[src/rtl/counter_iv_checksum_framer_defines.svh]
// assertion macros for the framer
`ifndef COUNTER_IV_CHECKSUM_FRAMER_DEFINES_SVH
`define COUNTER_IV_CHECKSUM_FRAMER_DEFINES_SVH

// same-cycle implication, checked out of reset
`define CICF_ASSERT_NOW(label, clk, rst_n, ante, cons, msg) \
    label: assert property (@(posedge clk) disable iff (!rst_n) (ante) |-> (cons)) \
        else $error(msg);

// next-cycle implication, checked out of reset
`define CICF_ASSERT_NEXT(label, clk, rst_n, ante, cons, msg) \
    label: assert property (@(posedge clk) disable iff (!rst_n) (ante) |=> (cons)) \
        else $error(msg);

`endif

[src/rtl/cicf_pkg.sv]
// shared types and constants for the counter iv checksum framer
package cicf_pkg;

    localparam logic [7:0] START_MARK = 8'hAA;
    localparam logic [7:0] END_MARK   = 8'h55;

    localparam int HDR_BYTES = 20;

    typedef logic [4:0] t_step;

    // position of the byte being emitted within one request
    localparam t_step STEP_START   = 5'd0;
    localparam t_step STEP_PAYLOAD = 5'd20;
    localparam t_step STEP_CHECK   = 5'd21;
    localparam t_step STEP_END     = 5'd22;

    localparam logic [63:0] IV_HIGH_RESET = 64'h0001020304050607;
    localparam logic [31:0] IV_LOW_RESET  = 32'h08090A0B;

    typedef enum logic [7:0] {
        CFG_IV_HIGH = 8'd0,
        CFG_IV_LOW  = 8'd1
    } t_cfg_reg;

    typedef struct packed {
        logic [7:0]  payload_byte;
        logic [7:0]  mode_tag;
        logic [15:0] payload_length;
        logic        is_first;
        logic        is_last;
    } t_in;

    typedef struct packed {
        logic [7:0] frame_byte;
        logic       last_of_item;
        logic       end_of_frame;
    } t_out;

    // request as queued between front and back
    typedef struct packed {
        logic [7:0]  payload_byte;
        logic [7:0]  mode_tag;
        logic [15:0] payload_length;
        logic        opens_frame;
        logic        closes_frame;
    } t_cmd;

endpackage

[src/rtl/cicf_front.sv]
// front end: accepts requests and queues them for the sequencer
module cicf_front (
    input  logic            i_clk,
    input  logic            i_rst_n,
    input  logic            i_valid,
    input  cicf_pkg::t_in   i_data,
    output logic            o_stall,
    output logic            o_cmd_valid,
    output cicf_pkg::t_cmd  o_cmd,
    input  logic            i_cmd_pop
);

    cicf_pkg::t_cmd r_queue [2];
    logic           r_wr_ptr;
    logic           r_rd_ptr;
    logic [1:0]     r_count;
    logic           n_wr_ptr;
    logic           n_rd_ptr;
    logic [1:0]     n_count;
    logic           push;
    cicf_pkg::t_cmd cmd_in;

    assign o_stall     = (r_count == 2'd2);
    assign o_cmd_valid = (r_count != 2'd0);
    assign o_cmd       = r_queue[r_rd_ptr];
    assign push        = i_valid && !o_stall;

    always_comb begin
        cmd_in.payload_byte   = i_data.payload_byte;
        cmd_in.mode_tag       = i_data.mode_tag;
        cmd_in.payload_length = i_data.payload_length;
        cmd_in.opens_frame    = i_data.is_first;
        cmd_in.closes_frame   = i_data.is_last;

        n_wr_ptr = push ? ~r_wr_ptr : r_wr_ptr;
        n_rd_ptr = i_cmd_pop ? ~r_rd_ptr : r_rd_ptr;
        n_count  = r_count;
        if (push && !i_cmd_pop) begin
            n_count = r_count + 2'd1;
        end else if (!push && i_cmd_pop) begin
            n_count = r_count - 2'd1;
        end
    end

    always_ff @(posedge i_clk) begin
        if (!i_rst_n) begin
            r_wr_ptr <= 1'b0;
            r_rd_ptr <= 1'b0;
            r_count  <= 2'd0;
        end else begin
            r_wr_ptr <= n_wr_ptr;
            r_rd_ptr <= n_rd_ptr;
            r_count  <= n_count;
        end
    end

    always_ff @(posedge i_clk) begin
        if (push) begin
            r_queue[r_wr_ptr] <= cmd_in;
        end
    end

endmodule

[src/rtl/cicf_back.sv]
// back end: byte sequencer with frame counter, checksum and output register
module cicf_back (
    input  logic            i_clk,
    input  logic            i_rst_n,
    input  logic            i_cmd_valid,
    input  cicf_pkg::t_cmd  i_cmd,
    output logic            o_cmd_pop,
    input  logic [63:0]     i_iv_high,
    input  logic [31:0]     i_iv_low,
    output logic            o_valid,
    output cicf_pkg::t_out  o_data,
    input  logic            i_stall
);

    logic             r_busy;
    cicf_pkg::t_step  r_step;
    logic [31:0]      r_frame_count;
    logic [7:0]       r_xor;
    logic             r_out_valid;
    cicf_pkg::t_out   r_out;

    logic             n_busy;
    cicf_pkg::t_step  n_step;
    logic [31:0]      n_frame_count;
    logic [7:0]       n_xor;
    logic             n_out_valid;
    cicf_pkg::t_out   n_out;

    cicf_pkg::t_step  cur_step;
    cicf_pkg::t_step  hdr_sel;
    logic [159:0]     hdr;
    logic [7:0]       cur_byte;
    logic             advance;
    logic             item_done;

    assign o_valid = r_out_valid;
    assign o_data  = r_out;

    always_comb begin
        cur_step = r_busy ? r_step
                 : (i_cmd.opens_frame ? cicf_pkg::STEP_START : cicf_pkg::STEP_PAYLOAD);
        // counter bytes read the value already bumped on the start byte
        hdr = {cicf_pkg::START_MARK, i_cmd.mode_tag, i_cmd.payload_length,
               i_iv_high, i_iv_low, r_frame_count};
        hdr_sel = cicf_pkg::t_step'(cicf_pkg::HDR_BYTES - 1) - cur_step;

        case (cur_step)
            cicf_pkg::STEP_PAYLOAD: cur_byte = i_cmd.payload_byte;
            cicf_pkg::STEP_CHECK:   cur_byte = r_xor;
            cicf_pkg::STEP_END:     cur_byte = cicf_pkg::END_MARK;
            default:                cur_byte = hdr[{hdr_sel, 3'b000} +: 8];
        endcase

        advance   = i_cmd_valid && (!r_out_valid || !i_stall);
        item_done = ((cur_step == cicf_pkg::STEP_PAYLOAD) && !i_cmd.closes_frame)
                 || (cur_step == cicf_pkg::STEP_END);
        o_cmd_pop = advance && item_done;

        n_busy        = r_busy;
        n_step        = r_step;
        n_frame_count = r_frame_count;
        n_xor         = r_xor;
        n_out_valid   = r_out_valid && i_stall;
        n_out         = r_out;

        if (advance) begin
            n_busy      = !item_done;
            n_step      = cur_step + cicf_pkg::t_step'(1);
            n_out_valid = 1'b1;
            n_out.frame_byte   = cur_byte;
            n_out.last_of_item = item_done;
            n_out.end_of_frame = (cur_step == cicf_pkg::STEP_END);

            if (cur_step == cicf_pkg::STEP_START) begin
                n_frame_count = r_frame_count + 32'd1;
                n_xor         = 8'h00;
            end else if (cur_step <= cicf_pkg::STEP_PAYLOAD) begin
                n_xor = r_xor ^ cur_byte;
            end else if (cur_step == cicf_pkg::STEP_END) begin
                n_xor = 8'h00;
            end
        end
    end

    always_ff @(posedge i_clk) begin
        if (!i_rst_n) begin
            r_busy        <= 1'b0;
            r_step        <= cicf_pkg::STEP_START;
            r_frame_count <= 32'd0;
            r_xor         <= 8'h00;
            r_out_valid   <= 1'b0;
        end else begin
            r_busy        <= n_busy;
            r_step        <= n_step;
            r_frame_count <= n_frame_count;
            r_xor         <= n_xor;
            r_out_valid   <= n_out_valid;
        end
    end

    always_ff @(posedge i_clk) begin
        r_out <= n_out;
    end

endmodule

[src/rtl/counter_iv_checksum_framer.sv]
// top level of the counter iv checksum framer
//
//  channel   signals                              direction
//  input     i_valid, o_stall, i_data (t_in)      in, one payload byte per request
//  output    o_valid, i_stall, o_data (t_out)     out, one frame byte per transfer
//  config    i_cfg_valid, o_cfg_ready, i_cfg_*    in, index 0 iv high, 1 iv low
//
// every valid output cycle carries one frame byte: a payload-only request yields one byte,
// a first byte 21, a last byte 3 and a first-and-last byte 23 frame bytes from the
// back-end sequencer. a two-entry queue decouples input from the sequencer, and the
// output register loads whenever a request is queued and it is empty or being
// drained. reset is synchronous and clears counter, checksum, queue and sequencer;
// the iv prefix returns to its default value. config writes are always ready.
module counter_iv_checksum_framer (
    input  logic            i_clk,
    input  logic            i_rst_n,
    input  logic            i_valid,
    input  cicf_pkg::t_in   i_data,
    output logic            o_stall,
    output logic            o_valid,
    output cicf_pkg::t_out  o_data,
    input  logic            i_stall,
    input  logic            i_cfg_valid,
    output logic            o_cfg_ready,
    input  logic [7:0]      i_cfg_index,
    input  logic [63:0]     i_cfg_data
);

`include "counter_iv_checksum_framer_defines.svh"

    logic [63:0]    r_iv_high;
    logic [31:0]    r_iv_low;
    logic           cmd_valid;
    logic           cmd_pop;
    cicf_pkg::t_cmd cmd;
    logic           cfg_write;

    assign o_cfg_ready = 1'b1;
    assign cfg_write   = i_cfg_valid && o_cfg_ready;

    always_ff @(posedge i_clk) begin
        if (!i_rst_n) begin
            r_iv_high <= cicf_pkg::IV_HIGH_RESET;
            r_iv_low  <= cicf_pkg::IV_LOW_RESET;
        end else if (cfg_write) begin
            if (i_cfg_index == cicf_pkg::CFG_IV_HIGH) begin
                r_iv_high <= i_cfg_data;
            end
            if (i_cfg_index == cicf_pkg::CFG_IV_LOW) begin
                r_iv_low <= i_cfg_data[31:0];
            end
        end
    end

    cicf_front u_front (
        .i_clk       (i_clk),
        .i_rst_n     (i_rst_n),
        .i_valid     (i_valid),
        .i_data      (i_data),
        .o_stall     (o_stall),
        .o_cmd_valid (cmd_valid),
        .o_cmd       (cmd),
        .i_cmd_pop   (cmd_pop)
    );

    cicf_back u_back (
        .i_clk       (i_clk),
        .i_rst_n     (i_rst_n),
        .i_cmd_valid (cmd_valid),
        .i_cmd       (cmd),
        .o_cmd_pop   (cmd_pop),
        .i_iv_high   (r_iv_high),
        .i_iv_low    (r_iv_low),
        .o_valid     (o_valid),
        .o_data      (o_data),
        .i_stall     (i_stall)
    );

    // closing byte ends its request and carries the end mark
    `CICF_ASSERT_NOW(a_eof_byte, i_clk, i_rst_n, o_valid && o_data.end_of_frame, o_data.last_of_item && (o_data.frame_byte == cicf_pkg::END_MARK), "end of frame without end mark")

    // a full queue means the sequencer has work, so output must be valid next cycle
    `CICF_ASSERT_NEXT(a_full_drains, i_clk, i_rst_n, o_stall, o_valid, "queue full but no output")

    // nothing is popped from an empty queue
    `CICF_ASSERT_NOW(a_pop_valid, i_clk, i_rst_n, cmd_pop, cmd_valid, "pop from empty queue")

endmodule
[config.mk]
export PLATFORM = sky130hd
export DESIGN_NAME = counter_iv_checksum_framer
export DESIGN_NICKNAME = d
export VERILOG_FILES = /design/src/rtl/cicf_pkg.sv /design/src/rtl/cicf_front.sv /design/src/rtl/cicf_back.sv /design/src/rtl/counter_iv_checksum_framer.sv
export VERILOG_INCLUDE_DIRS = /design/src /design/src/rtl
export SDC_FILE = /design/constraint.sdc
export NUM_CORES = 1
export LEC_CHECK = 0
export CAP_MARGIN = 20
export CORE_AREA = 2 2 147 149
export CTS_BUF_LIST = sky130_fd_sc_hd__clkbuf_8
export CTS_CLUSTER_SIZE = 14
export DETAILED_ROUTE_END_ITERATION = 8
export DIE_AREA = 0 0 149 151
export DONT_BUFFER_PORTS = 1
export MAX_ROUTING_LAYER = met4
export PLACE_DENSITY_LB_ADDON = 0.25
export SYNTH_ARGS = -nofsm -noshare
export SYNTH_HDL_FRONTEND = slang
export SYNTH_SLANG_ARGS = --single-unit
[constraint.sdc]
create_clock -name i_clk -period 6.7 [get_ports i_clk]
set_clock_uncertainty 0.15 [all_clocks]
set_input_delay 0.335 -clock i_clk [delete_from_list [all_inputs] [get_ports i_clk]]
set_output_delay 0.335 -clock i_clk [all_outputs]
set_load 0.02 [all_outputs]
==> impl_metrics.csv <==
group,metric,value,unit
outcome,status,"completed",
clocking,cts_htree_levels,2,
yosys,synthCells,1081,
clocking,post_cts_resized,0,
global_routing,grt-ovfl-total,0,
clocking,cts-root-buf,"clkbuf_8",
sta,slew_violations,0,
clocking,cts_tree,"done",
yosys,synth_area,0.0107,mm²
run,maxCapViolations,0,
worst_setup_path,end_kind,"register",
detailed_routing,vias_per_cell,5.69,
place,place_inst,1290,
place,hpwlAfterDp,17200,µm
global_routing,grt.met2_usage,37.9,%
global_routing,antenna_found_initial,1,
layout,fin_cells,1469,
layout,layout_commonest_cell,"nand2_1",
global_routing,grt_pass1_wl,42700,µm
pwr,power_density,313,mW/mm²
yosys,synth_area_per_cell,9.87,µm²
detailed_routing,dr.pass1.iters,5,
die,dieArea,0.0225,mm²
detailed_routing,drtAntennaViolNets,0,
pwr,p_sw,0.00136,W
place,io_buffers,0,
worst_setup_path,critPathRequiredTime,6.95,ns
global_routing,top_usage_layer,"met2",
pwr,intPower,0.00259,W
layout,drive_gt1_share,9.64,%
detailed_routing,routed_wl,27300,µm
global_routing,grt_pass1_vias,8012,
yosys,synth_top_area_share,27.8,%
clocking,clock_latency,0.55,ns
clocking,post-cts-setup-buffer-count,0,
worst_setup_path,path_cells,"mux2_4 -> o21ai_2 -> buf_4 -> ha_1 -> nand2_1 -> o22ai_1 -> o21ai_1 -> nand3b_1 -> mux2i_1",
pwr,power_frac_clock,29.7,%
die,die_x,149,µm
yosys,synth_top_cells_by_area,"dfxtp_1, edfxtp_1, nand2_1",
worst_setup_path,crit_arrival,4.44,ns
worst_setup_path,crit_slowest_cell,"dfxtp_2",
detailed_routing,drtIter0Drc,714,
pwr,combinationalPowerShare,26.9,%
die,dieHeight,151,µm
yosys,synthFlopType,"dfxtp_1",
clocking,clockBufferDepth,3,
yosys,synth_area_leader_cell,"dfxtp_1",
worst_setup_path,cp-start-kind,"register",
detailed_routing,drc,0,
layout,most-common-layout-cells,"nand2_1, dfxtp_1, dlygate4sd3_1",
pwr,power_leakage,4.51,nW
global_routing,grtUsageMet3,5.36,%
detailed_routing,vias,8353,
detailed_routing,wire_per_inst,18.6,µm
worst_setup_path,crit_buf_inv,1,
yosys,async_flop_share,0,%
sta,worst_pin_slew,1.05,ns
clocking,clock-sinks,226,
worst_setup_path,critical_path_class,"register to register",
pwr,swShare,34.5,%
sta,layout_min_cycle_time,4.19,ns
global_routing,grt_max_degree,162,
worst_setup_path,max_stage_delay,0.89,ns
sta,fin_setup_tns,0,ns
clocking,clk_pin_slew,0.06,ns
clocking,numCtsBuffers,39,
pwr,seq_power_share,43.4,%
sta,hold_viol,0,
die,core_area,0.0208,mm²
yosys,ys_ff_latch,226,
pwr,irDropWorstVdd,0.162,mV
yosys,ys_types,69,
global_routing,grt_usage,24.8,%
clocking,holdBufCountCts,109,
yosys,yosys_warnings,0,
yosys,syn_nets,1199,
hold_path,hold_class,"primary input to register",
die,initial_core_util,51.2,%
pwr,power.total,0.00395,W
place,gp_congestion,0.903,
sta,setup_viol,0,
yosys,yosysSeqAreaShare,49.7,%
layout,synthToLayoutAreaGrowth,18.4,%
sta,rsz0062_at_grt,"no",
sta,relSlewSlack,29.6,%
sta,period_share,62.5,%
worst_setup_path,crit_path_max_fanout,33,
worst_setup_path,critical-path-top-delay-family,"compound AO/OA/AOI/OAI gates",
layout,final_nets,1284,
global_routing,grt_use_met1,33.0,%
die,top_level_ports,124,
sta,fmax,239,MHz
die,rows,53,
layout,fin_util,60.6,%
yosys,synth_edf_count,78,
## final cells by class
| class | instances | area, µm² |
|---|---|---|
| diodes | 1 | 2.50 |
| clock buffers | 45 | 619 |
| clock inverters | 23 | 104 |
| fillers | 1782 | 8200 |
| inverters | 12 | 45.0 |
| multi-input cells | 767 | 5000 |
| flip-flops and latches | 226 | 5310 |
| well taps | 275 | 344 |
| repair buffers | 120 | 1200 |
## worst paths after layout
check	start	to	slack (ns)	cells past startpoint
hold reg to reg	r_iv_low[21]$_SDFFE_PN0P_	r_iv_low[21]$_SDFFE_PN0P_	0.31	2
hold / removal	i_rst_n	r_iv_low[11]$_SDFFE_PN1P_	0.07	2
setup reg to reg	register	u_back.r_xor[6]$_SDFFE_PN0P_	2.51	9
setup / recovery	register	u_back.r_xor[6]$_SDFFE_PN0P_	2.51	9
## synth_stat cells (all sizes together) (6+ instances only)
cell type	instances
nand2	255
dfxtp	148
a21boi	83
edfxtp	78
nand3	49
clkbuf	46
mux2i	42
and2	36
buf	30
xnor2	22
nor2	21
nor2b	20
a211oi	17
mux2	17
o21ai	14
mux4	13
o22ai	13
a311oi	12
inv	12
or3	12
and3	11
nand3b	10
o221ai	10
nand2b	9
xor2	9
a32oi	8
a31oi	7
ha	7
nand4	6
nor3	6
## flip-flops by register name, summed over array words and instances, names as in the netlist, named ones only
register	flops
u_back.r_step	5
u_front.r_rd_ptr	1
u_back.r_xor	8
u_back.r_frame_count	32
r_iv_high	64
u_front.r_count	2
u_front.r_wr_ptr	1
u_back.r_busy	1
u_back.o_valid	1
u_front.r_queue	68
r_iv_low	32
u_back.o_data	10
## power groups by stage
stage	combinational [W]	clock, W	sequential [W]
after floorplan	0.000783	0	0.00169
after global placement	0.000961	0	0.00174
after detailed placement	0.000976	0	0.00174
after CTS	0.00105	0.00119	0.00171
after global routing	0.00114	0.00126	0.00173
final	0.00106	0.00117	0.00171
## through the flow
stage               hold WS [ns]  setup slack (ns)  cell area, µm²
floorplan                  0.284              3.43           10700
global placement           0.274              2.69           10800
detailed placement         0.279              2.55           10800
CTS                       0.0632              2.59           12600
global route              0.0852              2.23           12600
finish                    0.0696              2.51           12600
## routing by layer
layer / part of all wire (%) / vias up
met5: 0 / -
met4: 2.9 / 0
met3: 6.3 / 62
met2: 46 / 281
met1: 45 / 3972
li1: - / 4038
## logic make-up (layout without fill, tap and decap cells)
family / count (synthesis) / in the layout / synth area share (%)
and+or+nand+nor: 452 / 452 / 20.1
DFF: 226 / 226 / 49.7
xor gates and xnor gates: 31 / 31 / 2.55
muxes: 72 / 72 / 8.55
adders and majority gates: 7 / 7 / 0.821
AOI/OAI and AO/OA: 204 / 204 / 14.7
other: 1 / 2 / 0.0352
buffers and inverters: 88 / 200 / 3.51
Note: power is estimated with default switching activity, not from simulation.
